--- src/sv/agtf_pkg.sv ---
// Shared types and constants for the audio gain and tail fade block.
// Used by the controller, the datapath and the top level; depends on nothing.
package agtf_pkg;

  localparam int SAMPLE_W = 16;
  localparam int GAIN_W = 16;
  localparam int Q_SHIFT = 15;
  localparam logic [GAIN_W-1:0] GAIN_RESET = 16'd19660;
  localparam logic signed [SAMPLE_W-1:0] SAMPLE_MAX = 16'sh7FFF;
  localparam logic signed [SAMPLE_W-1:0] SAMPLE_MIN = 16'sh8000;
  localparam logic MODE_PUSH = 1'b0;
  localparam logic MODE_PULL = 1'b1;

  typedef enum logic [2:0] {
    ST_IDLE,
    ST_DECODE,
    ST_PUSH_WR,
    ST_PULL_RD,
    ST_FADE_MUL,
    ST_DIV,
    ST_EMIT
  } state_t;

  typedef struct packed {
    logic capture;
    logic gain_mul;
    logic push_wr;
    logic res_refuse;
    logic pull_clear;
    logic pull_raw;
    logic fade_mul;
    logic div_start;
    logic fade_done;
    logic load_out;
  } dp_cmd_t;

  typedef struct packed {
    logic mode;
    logic pending;
    logic drain_done;
    logic fade;
    logic full;
    logic div_done;
    logic out_free;
  } dp_sts_t;

endpackage

--- src/sv/audio_gain_and_tail_fade.sv ---
// Top level of the audio gain and tail fade block.
// Depends on agtf_pkg, agtf_ctrl, agtf_dp and agtf_div.
//
// Input items arrive on the in_ stream: in_tdata carries the sample, in_tlast
// marks the last sample of a chunk, and in_tuser selects a push (0) or a pull
// of the next held tail sample (1). Results leave on the out_ stream with the
// sample in out_tdata, out_tlast on the final sample of a drained tail and
// out_tuser set when a push was refused because a tail is still pending.
// The user must write the gain register through cfg_we and cfg_wdata only
// while idle; the block itself does not enforce this. One item is processed at
// a time. A push is decoded and written to the hold line, a refused push goes
// straight to the emit step, and a pull with no tail pending ends after decode.
// A pull of an unfaded tail sample reads the hold line; a pull of a faded tail
// sample also runs the fade multiply and the serial divider, which computes one
// quotient bit per cycle. Results go to the output register in the emit step.
// A finished result sits in the output register; the next item is accepted
// while it waits, but the block holds in its emit step if a second result is
// ready before the first is taken. Reset empties the hold line, clears the
// chunk count and any pending tail, and restores the default gain.
module audio_gain_and_tail_fade
  import agtf_pkg::*;
#(
  parameter int TAIL_LEN = 80,
  parameter int CHUNK_LEN = 512
) (
  input  logic                clk,
  input  logic                rst_n,
  input  logic                cfg_we,
  input  logic [GAIN_W-1:0]   cfg_wdata,
  input  logic                in_tvalid,
  output logic                in_tready,
  input  logic [SAMPLE_W-1:0] in_tdata,   // [15:0] sample_in
  input  logic                in_tlast,
  input  logic                in_tuser,   // [0] mode
  output logic                out_tvalid,
  input  logic                out_tready,
  output logic [SAMPLE_W-1:0] out_tdata,  // [15:0] sample_out
  output logic                out_tlast,
  output logic                out_tuser   // [0] refused
);

  dp_cmd_t cmd;
  dp_sts_t sts;

  agtf_ctrl u_ctrl (
    .clk      (clk),
    .rst_n    (rst_n),
    .in_tvalid(in_tvalid),
    .in_tready(in_tready),
    .sts      (sts),
    .cmd      (cmd)
  );

  agtf_dp #(
    .TAIL_LEN (TAIL_LEN),
    .CHUNK_LEN(CHUNK_LEN)
  ) u_dp (
    .clk       (clk),
    .rst_n     (rst_n),
    .cmd       (cmd),
    .sts       (sts),
    .cfg_we    (cfg_we),
    .cfg_wdata (cfg_wdata),
    .in_mode   (in_tuser),
    .in_sample (in_tdata),
    .in_last   (in_tlast),
    .out_tvalid(out_tvalid),
    .out_tready(out_tready),
    .out_tdata (out_tdata),
    .out_tlast (out_tlast),
    .out_tuser (out_tuser)
  );

  a_push_no_pending: assert property (@(posedge clk) disable iff (!rst_n)
    cmd.push_wr |-> !sts.pending)
    else $error("push written while a tail is pending");

  a_load_when_free: assert property (@(posedge clk) disable iff (!rst_n)
    cmd.load_out |-> sts.out_free)
    else $error("output register overwritten before it was taken");

  a_pull_in_range: assert property (@(posedge clk) disable iff (!rst_n)
    (cmd.pull_raw || cmd.fade_done) |-> (sts.pending && !sts.drain_done))
    else $error("tail sample drained outside the held range");

endmodule

--- src/sv/agtf_div.sv ---
// Restoring divider, one quotient bit per cycle.
// Used by the datapath for the tail fade; no package dependencies.
module agtf_div #(
  parameter int DW = 23,
  parameter int VW = 7
) (
  input  logic          clk,
  input  logic          rst_n,
  input  logic          start,
  input  logic [DW-1:0] dividend,
  input  logic [VW-1:0] divisor,
  output logic          done,
  output logic [DW-1:0] quotient
);

  localparam int CNT_W = $clog2(DW + 1);

  logic          busy_r;
  logic [CNT_W-1:0] cnt_r;
  logic [DW-1:0] q_r;
  logic [VW-1:0] rem_r;
  logic [VW-1:0] div_r;
  logic [VW:0]   trial;
  logic [VW:0]   diff;
  logic          fits;

  assign done = busy_r && (cnt_r == CNT_W'(DW));
  assign quotient = q_r;
  assign trial = {rem_r, q_r[DW-1]};
  assign fits = trial >= {1'b0, div_r};
  assign diff = trial - {1'b0, div_r};

  always_ff @(posedge clk) begin
    if (!rst_n) begin
      busy_r <= 1'b0;
      cnt_r <= '0;
    end else if (start) begin
      busy_r <= 1'b1;
      cnt_r <= '0;
    end else if (done) begin
      busy_r <= 1'b0;
    end else if (busy_r) begin
      cnt_r <= cnt_r + CNT_W'(1);
    end
  end

  always_ff @(posedge clk) begin
    if (start) begin
      q_r <= dividend;
      rem_r <= '0;
      div_r <= divisor;
    end else if (busy_r && !done) begin
      q_r <= {q_r[DW-2:0], fits};
      rem_r <= fits ? diff[VW-1:0] : trial[VW-1:0];
    end
  end

endmodule

--- src/sv/agtf_dp.sv ---
// Datapath: gain multiply and saturation, circular hold line, fade multiply,
// divider and output register. Depends on agtf_pkg and agtf_div.
module agtf_dp
  import agtf_pkg::*;
#(
  parameter int TAIL_LEN = 80,
  parameter int CHUNK_LEN = 512
) (
  input  logic                 clk,
  input  logic                 rst_n,
  input  dp_cmd_t              cmd,
  output dp_sts_t              sts,
  input  logic                 cfg_we,
  input  logic [GAIN_W-1:0]    cfg_wdata,
  input  logic                 in_mode,
  input  logic [SAMPLE_W-1:0]  in_sample,
  input  logic                 in_last,
  output logic                 out_tvalid,
  input  logic                 out_tready,
  output logic [SAMPLE_W-1:0]  out_tdata,
  output logic                 out_tlast,
  output logic                 out_tuser
);

  localparam int IW = (TAIL_LEN > 1) ? $clog2(TAIL_LEN) : 1;
  localparam int CW = $clog2(TAIL_LEN + 1);
  localparam int KW = $clog2(CHUNK_LEN + 1);
  localparam int PW = SAMPLE_W + CW;
  localparam int GP_W = SAMPLE_W + GAIN_W + 1;

  logic [SAMPLE_W-1:0] mem [TAIL_LEN];

  logic [GAIN_W-1:0]   gain_r;
  logic                mode_r;
  logic [SAMPLE_W-1:0] sample_r;
  logic                last_r;
  logic [IW-1:0]       head_r;
  logic [CW-1:0]       held_r;
  logic [CW-1:0]       drain_r;
  logic [KW-1:0]       chunk_r;
  logic                pending_r;
  logic                fade_r;
  logic signed [GP_W-1:0] gprod_r;
  logic [PW-1:0]       fprod_r;
  logic                fsign_r;
  logic [SAMPLE_W-1:0] rd_data_r;
  logic [SAMPLE_W-1:0] res_r;
  logic                res_last_r;
  logic                res_ref_r;
  logic                out_valid_r;
  logic [SAMPLE_W-1:0] out_data_r;
  logic                out_last_r;
  logic                out_ref_r;

  logic [CW:0]         rd_sum;
  logic [CW:0]         rd_wrap;
  logic [CW:0]         wr_sum;
  logic [CW:0]         wr_wrap;
  logic [IW-1:0]       wr_addr;
  logic [IW-1:0]       head_inc;
  logic                full;
  logic [KW-1:0]       chunk_inc;
  logic signed [GP_W-Q_SHIFT-1:0] g_sh;
  logic [SAMPLE_W-1:0] g_sat;
  logic [SAMPLE_W-1:0] mag;
  logic [CW-1:0]       fac;
  logic [CW-1:0]       drain_inc;
  logic                div_done;
  logic [PW-1:0]       div_q;
  logic [SAMPLE_W-1:0] q16;

  assign full = held_r == CW'(TAIL_LEN);

  always_comb begin
    rd_sum = (CW+1)'(head_r) + (CW+1)'((mode_r == MODE_PULL) ? drain_r : '0);
    rd_wrap = (rd_sum >= (CW+1)'(TAIL_LEN)) ? rd_sum - (CW+1)'(TAIL_LEN) : rd_sum;
    wr_sum = (CW+1)'(head_r) + (CW+1)'(held_r);
    wr_wrap = (wr_sum >= (CW+1)'(TAIL_LEN)) ? wr_sum - (CW+1)'(TAIL_LEN) : wr_sum;
    wr_addr = full ? head_r : wr_wrap[IW-1:0];
    head_inc = (head_r == IW'(TAIL_LEN - 1)) ? '0 : head_r + IW'(1);
    chunk_inc = (chunk_r < KW'(CHUNK_LEN)) ? chunk_r + KW'(1) : chunk_r;
    drain_inc = drain_r + CW'(1);
  end

  always_comb begin
    g_sh = gprod_r[GP_W-1:Q_SHIFT];
    if (g_sh > (GP_W-Q_SHIFT)'(SAMPLE_MAX)) begin
      g_sat = SAMPLE_MAX;
    end else if (g_sh < (GP_W-Q_SHIFT)'(SAMPLE_MIN)) begin
      g_sat = SAMPLE_MIN;
    end else begin
      g_sat = g_sh[SAMPLE_W-1:0];
    end
  end

  assign mag = rd_data_r[SAMPLE_W-1] ? (~rd_data_r + SAMPLE_W'(1)) : rd_data_r;
  assign fac = held_r - drain_r;
  assign q16 = div_q[SAMPLE_W-1:0];

  always_ff @(posedge clk) begin
    rd_data_r <= mem[rd_wrap[IW-1:0]];
    if (cmd.push_wr) begin
      mem[wr_addr] <= g_sat;
    end
  end

  always_ff @(posedge clk) begin
    if (!rst_n) begin
      gain_r <= GAIN_RESET;
    end else if (cfg_we) begin
      gain_r <= cfg_wdata;
    end
  end

  always_ff @(posedge clk) begin
    if (cmd.capture) begin
      mode_r <= in_mode;
      sample_r <= in_sample;
      last_r <= in_last;
    end
    if (cmd.gain_mul) begin
      gprod_r <= $signed(sample_r) * $signed({1'b0, gain_r});
    end
    if (cmd.fade_mul) begin
      fprod_r <= PW'(mag) * PW'(fac);
      fsign_r <= rd_data_r[SAMPLE_W-1];
    end
  end

  always_ff @(posedge clk) begin
    if (!rst_n) begin
      head_r <= '0;
      held_r <= '0;
      drain_r <= '0;
      chunk_r <= '0;
      pending_r <= 1'b0;
      fade_r <= 1'b0;
    end else if (cmd.push_wr) begin
      if (full) begin
        head_r <= head_inc;
      end else begin
        held_r <= held_r + CW'(1);
      end
      if (last_r) begin
        pending_r <= 1'b1;
        drain_r <= '0;
        fade_r <= chunk_inc < KW'(CHUNK_LEN);
        chunk_r <= '0;
      end else begin
        chunk_r <= chunk_inc;
      end
    end else if (cmd.pull_clear ||
                 ((cmd.pull_raw || cmd.fade_done) && drain_inc >= held_r)) begin
      pending_r <= 1'b0;
      held_r <= '0;
      drain_r <= '0;
    end else if (cmd.pull_raw || cmd.fade_done) begin
      drain_r <= drain_inc;
    end
  end

  always_ff @(posedge clk) begin
    if (cmd.res_refuse) begin
      res_r <= '0;
      res_last_r <= 1'b0;
      res_ref_r <= 1'b1;
    end else if (cmd.push_wr) begin
      res_r <= rd_data_r;
      res_last_r <= 1'b0;
      res_ref_r <= 1'b0;
    end else if (cmd.pull_raw) begin
      res_r <= rd_data_r;
      res_last_r <= drain_inc >= held_r;
      res_ref_r <= 1'b0;
    end else if (cmd.fade_done) begin
      res_r <= fsign_r ? (~q16 + SAMPLE_W'(1)) : q16;
      res_last_r <= drain_inc >= held_r;
      res_ref_r <= 1'b0;
    end
  end

  agtf_div #(
    .DW(PW),
    .VW(CW)
  ) u_div (
    .clk     (clk),
    .rst_n   (rst_n),
    .start   (cmd.div_start),
    .dividend(fprod_r),
    .divisor (held_r),
    .done    (div_done),
    .quotient(div_q)
  );

  always_ff @(posedge clk) begin
    if (!rst_n) begin
      out_valid_r <= 1'b0;
    end else if (cmd.load_out) begin
      out_valid_r <= 1'b1;
    end else if (out_tready) begin
      out_valid_r <= 1'b0;
    end
  end

  always_ff @(posedge clk) begin
    if (cmd.load_out) begin
      out_data_r <= res_r;
      out_last_r <= res_last_r;
      out_ref_r <= res_ref_r;
    end
  end

  assign out_tvalid = out_valid_r;
  assign out_tdata = out_data_r;
  assign out_tlast = out_last_r;
  assign out_tuser = out_ref_r;

  always_comb begin
    sts.mode = mode_r;
    sts.pending = pending_r;
    sts.drain_done = drain_r >= held_r;
    sts.fade = fade_r;
    sts.full = full;
    sts.div_done = div_done;
    sts.out_free = !out_valid_r || out_tready;
  end

endmodule

--- src/sv/agtf_ctrl.sv ---
// Controller state machine sequencing one item at a time through the datapath.
// Depends on agtf_pkg for the state type and the command and status structs.
module agtf_ctrl
  import agtf_pkg::*;
(
  input  logic    clk,
  input  logic    rst_n,
  input  logic    in_tvalid,
  output logic    in_tready,
  input  dp_sts_t sts,
  output dp_cmd_t cmd
);

  state_t state_r;
  state_t state_nxt;

  always_ff @(posedge clk) begin
    if (!rst_n) begin
      state_r <= ST_IDLE;
    end else begin
      state_r <= state_nxt;
    end
  end

  always_comb begin
    state_nxt = state_r;
    case (state_r)
      ST_IDLE: begin
        if (in_tvalid) state_nxt = ST_DECODE;
      end
      ST_DECODE: begin
        if (sts.mode == MODE_PUSH) begin
          state_nxt = sts.pending ? ST_EMIT : ST_PUSH_WR;
        end else if (!sts.pending || sts.drain_done) begin
          state_nxt = ST_IDLE;
        end else begin
          state_nxt = ST_PULL_RD;
        end
      end
      ST_PUSH_WR: begin
        state_nxt = sts.full ? ST_EMIT : ST_IDLE;
      end
      ST_PULL_RD: begin
        state_nxt = sts.fade ? ST_FADE_MUL : ST_EMIT;
      end
      ST_FADE_MUL: begin
        state_nxt = ST_DIV;
      end
      ST_DIV: begin
        if (sts.div_done) state_nxt = ST_EMIT;
      end
      ST_EMIT: begin
        if (sts.out_free) state_nxt = ST_IDLE;
      end
      default: begin
        state_nxt = ST_IDLE;
      end
    endcase
  end

  always_comb begin
    cmd = '0;
    in_tready = 1'b0;
    case (state_r)
      ST_IDLE: begin
        in_tready = 1'b1;
        cmd.capture = in_tvalid;
      end
      ST_DECODE: begin
        if (sts.mode == MODE_PUSH) begin
          cmd.res_refuse = sts.pending;
          cmd.gain_mul = !sts.pending;
        end else begin
          cmd.pull_clear = sts.pending && sts.drain_done;
        end
      end
      ST_PUSH_WR: begin
        cmd.push_wr = 1'b1;
      end
      ST_PULL_RD: begin
        cmd.fade_mul = sts.fade;
        cmd.pull_raw = !sts.fade;
      end
      ST_FADE_MUL: begin
        cmd.div_start = 1'b1;
      end
      ST_DIV: begin
        cmd.fade_done = sts.div_done;
      end
      ST_EMIT: begin
        cmd.load_out = sts.out_free;
      end
      default: begin
        cmd = '0;
      end
    endcase
  end

endmodule

--- config.mk ---
export PLATFORM = sky130hd
export DESIGN_NAME = audio_gain_and_tail_fade
export DESIGN_NICKNAME = d
export VERILOG_FILES = /design/src/sv/agtf_pkg.sv /design/src/sv/audio_gain_and_tail_fade.sv /design/src/sv/agtf_div.sv /design/src/sv/agtf_dp.sv /design/src/sv/agtf_ctrl.sv
export SDC_FILE = /design/constraint.sdc
export NUM_CORES = 2
export LEC_CHECK = 0
export ABC_AREA = 1
export BUFFER_PORTS_ARGS = -buffer_cell sky130_fd_sc_hd__buf_2
export CORE_ASPECT_RATIO = 0.75
export CORE_MARGIN = 10
export CORE_UTILIZATION = 30
export DETAILED_ROUTE_END_ITERATION = 10
export PLACE_DENSITY = 0.49
export SETUP_SLACK_MARGIN = 0.5
export SYNTH_ARGS = -nofsm -noshare
export SYNTH_HDL_FRONTEND = slang
export SYNTH_SLANG_ARGS = --single-unit
--- constraint.sdc ---
create_clock -name clk -period 11.76 [get_ports clk]
set_input_delay 1.176 -clock clk [delete_from_list [all_inputs] [get_ports clk]]
set_output_delay 1.176 -clock clk [all_outputs]
set_load 0.02 [all_outputs]
# Yosys cells after proc, flatten, opt, wreduce, memory -nomap -nowiden
# Memory sizes are Yosys's and may differ from the RTL's. A register that Yosys moved wholly into a read port is not among the register bits.
# Index checks and enable logic that the tools add are counted.
# totals
reg_bits	207
n_memories	1
mem_bits_rw	1280
rom_bits	0
word_cells	157
latchBits	0
out_inout_bits	20
# classes
bitwise	4
addsub	13
magnitude_cmp	9
n_eq_ne	14
n_div	0
n_mux	59
reduce_logical	29
shift	0
n_mul	2
# mem_list
name	depth	word_bits	read_ports	rd_clocked_by_memory_dff	write_ports	line	source
u_dp.mem	80	16	1	1	1	agtf_dp.sv:31	logic [SAMPLE_W-1:0] mem [TAIL_LEN];
# op_table
op	count
$mux W16	7
$mux W7	13
$mux W23	2
$mul A16 B17 Y33	1
$add A16 B1 Y16 const B	2
$not A16 Y16	2
$mux W1	24
$mul A16 B7 Y23	1
$add A7 B1 Y7 const B	3
$pmux W3 S7	1
$lt A10 B10 Y1 const B	2
$mux W10	2
$gt A18 B16 Y1 const B	1
$lt A18 B16 Y1 const B	1
$mux W3	6
$add A7 B7 Y8	2
$ge A8 B7 Y1 const B	2
$eq A7 B7 Y1 const B	2
$ge A7 B7 Y1	2
$sub A7 B7 Y7	2
$sub A7 B7 Y7 const B	2
$reduce_and A2 Y1	6
$add A10 B1 Y10 const B	1
$reduce_bool A2 Y1	5
other kinds (17)	38

# Longest topological paths before layout
# depth
depth_word	8
depth_mapped	29

# Hierarchy
# Synthesis repeated with hierarchy kept, for this count alone.
# hier_totals
cells_unflattened	7144
hier_area_um2	74283.7
# modules_own_cells
mod	area_per_inst_um2	instances	cells_per_inst
agtf_dp	71766.3	1	6825
agtf_div	2192.1	1	260
agtf_ctrl	325.3	1	59

# Least setup slack after synthesis
# No wires, ideal clock.
# synth_timing
path_kind	register to register
start	register u_dp.held_r[0]
end	register u_dp.fprod_r[18], data pin
stages_incl_launch_ff	27
t_required_ns	11.501
period_less_slack_ns	5.703
setup_ns	0.259
arrival_ns	5.444
setup_slack_ns	6.057
cell_sequence	dfxtp_1 inv_1 ha_1 inv_1 fa_1 a21oi_1 o21bai_1 a221o_1 xnor2_1 clkbuf_1 nor2_1 fa_1 fa_1 fa_1 inv_1 fa_1 inv_1 ha_1 a21oi_1 o21ai_0 a21oi_1 o21ai_0 nand2_1 nand2_1 nand3_1 nand2_1 xor2_1
# synth_between
elab_chain_len	2
# synth_lines
item	line	source
from (decl)	agtf_dp.sv:38	logic [CW-1:0] held_r;
from (signal assigned)	agtf_dp.sv:142	held_r <= held_r + CW'(1);
$sub A7 B7 Y7	agtf_dp.sv:97	assign fac = held_r - drain_r;
$mul A16 B7 Y23	agtf_dp.sv:125	fprod_r <= PW'(mag) * PW'(fac);
to (signal assigned)	agtf_dp.sv:125	
to (decl)	agtf_dp.sv:44	logic [PW-1:0] fprod_r;
# Every way passes these cells.
# A chain may end at the register's enable or synchronous reset.

# Final worst setup path
# Same ends and word-level chain as after synthesis.

==> impl_results.md <==
* Run status: finished clean
* Post-Syn Area at 74200 sq um
* Crit path max-delay family: adder cells
* Seq cells post-synth at 1488
* Starting DRC count in detailed routing at 4896
* RSZ-0062 raised after global routing: false
* Top_reg_cell synth: edfxtp_1
* Synthesized instance count at 7002
* Layout Utilization at 0.340
* CP max FO at 13
* TritonCTS Buffers at 156
* Layout cells sized above 1 at 0.0765
* Crit Path Class: reg -> reg
* Placer Congestion at 0.893
* Root buffer cell: clkbuf_16
* Vias in the first global route at 49500
* Area Growth Syn to Fin at 12.4%
* Post-synthesis mux area share at 0
* Simple-Gate Fraction of Synth Area at 0.149
* Clock sinks at 1488
* Combinational family with the most area after synthesis: simple AND/OR/NAND/NOR gates
* Design area at 83400 sq um
* Adder-Cell Fraction of Synth Area at 0.107
* Vias per inst at 4.92
* Hold_buf cts at 0
* Final Hold Fails at 0
* Clock skew at 0.0498 ns
* Max Used Layer: met5
* Worst EP arrival at 6.96 ns
* Fmax at 0.155 GHz
* Setup TNS at 0 ns
* Post-synthesis sequential area ratio at 0.589
* Syn_area_per_cell at 10.6 sq um
* CP endpoint kind: register
* Die Ht at 451 um
* Syn nets at 7514
* Skew-Pair Late Insertion Delay at 0.81 ns
* Final min period at 6.43 ns
* Row count at 157
* Most common cell in the synthesized netlist: edfxtp_1
* Io pins at 59
* Clk pin slew, worst setup/hold paths at 0.06 ns
* Clk buf depth at 3
* Reg area at 43700 sq um
* Crit path buf inv count at 7
* IO Port Bufs at 58
* Post-synth top area cell: edfxtp_1
* Crit-path most repeated cell: inv_1
* Vias at 51000
* Met2 routed WL at 90.8 mm
* Final setup viols at 0
* Core Region at 245000 sq um
* Multi-input logic area at 26600 sq um
* Antenna violations before repair at 4
* Final wirelength at 211 mm
* Static leakage at 32.1 nW
* VDD IR max at 0.316 mV
* Worst slew margin at 0.161
* Max stage delay on crit path at 0.49 ns
* Post-synth EDFFs at 1388
* Final Worst Setup Slack at 5.33 ns
* DP Worst Slack at 5.46 ns
* First-pass GRT wire length at 320 mm
* Crit share post-route at 0.547
* Critical Path Source Type: register
* Post-synth ARST share at 0
* Max-slew violations at 0
* Synth top area share at 0.562
* Effective utilization at floorplan at 0.303
* Complex-gate fraction of the synthesized area at 0.0878
* Largest cells by area after synthesis: edfxtp_1 (56%), fa_1 (7.2%), nand2_1 (7.0%)
* WL/cell at 20.4 um
* Worst endpoint required time at 12.29 ns
* Area after DPL at 78500 sq um
* Max Cap Viol at 0
* DRC at 0
* Slowest CP cell: fa_1
* Xor/xnor cell area share of the yosys netlist at 0.00837
* Final ANT Viol Nets at 0
* H-Tree Depth at 4
* Filler cells at 24500
* Detailed route wirelength on metal3 at 14.8 mm
* Cts repair resizes at 0
* CTS tree: yes
* Synth cell count leaders: edfxtp_1 (1388), nand2_1 (1382), nor2_1 (748)
* Die ar. at 268000 sq um
* Pwr/cell area at 209 nW/um^2
* M1 WL at 101 mm
* YS warnings at 0
* Initial DRT Pass Iterations at 6
* Largest net degree at the start of global routing at 194
* Hold crit path type: reg -> reg
* Worst Tran Pin Value at 1.26 ns
* GRT overflow at 0
* GRT Util Overall at 0.153
* Netlist cell types at 52
* Post-DP HPWL at 127 mm
* # nets final at 7495
* Number of setup buffers added after CTS at 0
* Die width at 594 um
[worst register-to-register path, delay by kind of cell (launching register included)]
family / cells / cell delay [ns]
AO/OA/AOI/OAI: 5 / 1.21
XOR/XNOR: 2 / 0.25
adder cells (fa/ha/maj): 7 / 2.83
buffers and inverters: 7 / 0.73
flip-flops: 1 / 0.36
AND/OR/NAND/NOR: 7 / 0.78
[registers in the layout, summed over array words and instances, names as in the netlist, 10 cells and up]
signal / cells
u_dp.chunk_r: 10
u_dp.gain_r: 16
u_dp.out_tdata: 16
u_dp.res_r: 16
u_dp.rd_data_r: 16
u_dp.gprod_r: 18
u_dp.mem: 1280
u_dp.fprod_r: 23
u_dp.sample_r: 16
u_dp.u_div.quotient: 23
[through the flow]
stage / std cells / hold WS, ns / power (mW)
after floorplan: 7002 / 0.403 / 10.8
after global placement: 10100 / 0.418 / 12.7
after detailed placement: 10100 / 0.413 / 12.8
after CTS: 10400 / 0.427 / 17.6
after global routing: 10400 / 0.436 / 18.7
final: 10400 / 0.429 / 17.4
[layout by cell type (no fill, tap or decap), types with 19 or more instances in the layout]
cell type	instances
ha_1	206
clkinv_1	42
nor3_1	27
nand2_1	1382
o221ai_1	21
buf_4	141
clkbuf_1	38
xnor2_1	19
nor2_1	745
a32o_1	32
fa_1	265
inv_1	718
a21oi_1	189
nand3_1	418
nor3_2	55
xor2_1	45
o21ai_1	37
clkbuf_16	158
o211ai_1	39
o22ai_1	170
buf_2	58
nand4_1	23
dfxtp_1	100
o21ai_0	599
edfxtp_1	1388
[cell families (layout without fill, tap and decap cells)]
family,Yosys count,in the layout
AO/OA/AOI/OAI,1160,1160
XOR/XNOR,67,67
adder cells (fa/ha/maj),473,473
AND/OR/NAND/NOR,2703,2703
other,0,1
buffers and inverters,1111,1218
flip-flops,1488,1488
[where the power goes]
| group | internal, mW | switching (mW) |
|---|---|---|
| clock | 2.65 | 2.15 |
| sequential | 6.42 | 0.110 |
| combinational | 2.00 | 4.10 |
| total | 11.1 | 6.36 |
[per-layer routing]
layer	global-route usage	vias to the layer above
li1	-	23800
met1	0.228	25400
met5	0	-
met4	0.0354	4
met2	0.229	1521
met3	0.0269	270
[final timing paths]
path / from / end / slack, ns / depth (start not counted)
hold reg to reg: u_dp.res_r[5] / u_dp.out_tdata[5] / 0.43 / 0
setup reg to reg: u_dp.held_r[0] / u_dp.fprod_r[18] / 5.33 / 28
hold / removal: u_dp.res_r[5] / u_dp.out_tdata[5] / 0.43 / 0
setup / recovery: u_dp.held_r[0] / u_dp.fprod_r[18] / 5.33 / 28
[area by class of cell]
| type | count | share of cell area |
|---|---|---|
| clock buffers | 200 | 0.0498 |
| repair buffers | 201 | 0.0167 |
| diodes | 1 | 0.0000300 |
| multi-input cells | 4403 | 0.319 |
| well taps | 3259 | 0.0489 |
| flip-flops and latches | 1488 | 0.524 |
| inverters | 733 | 0.0333 |
| clock inverters | 84 | 0.00899 |
No activity file was read; power rests on OpenSTA's default activity.
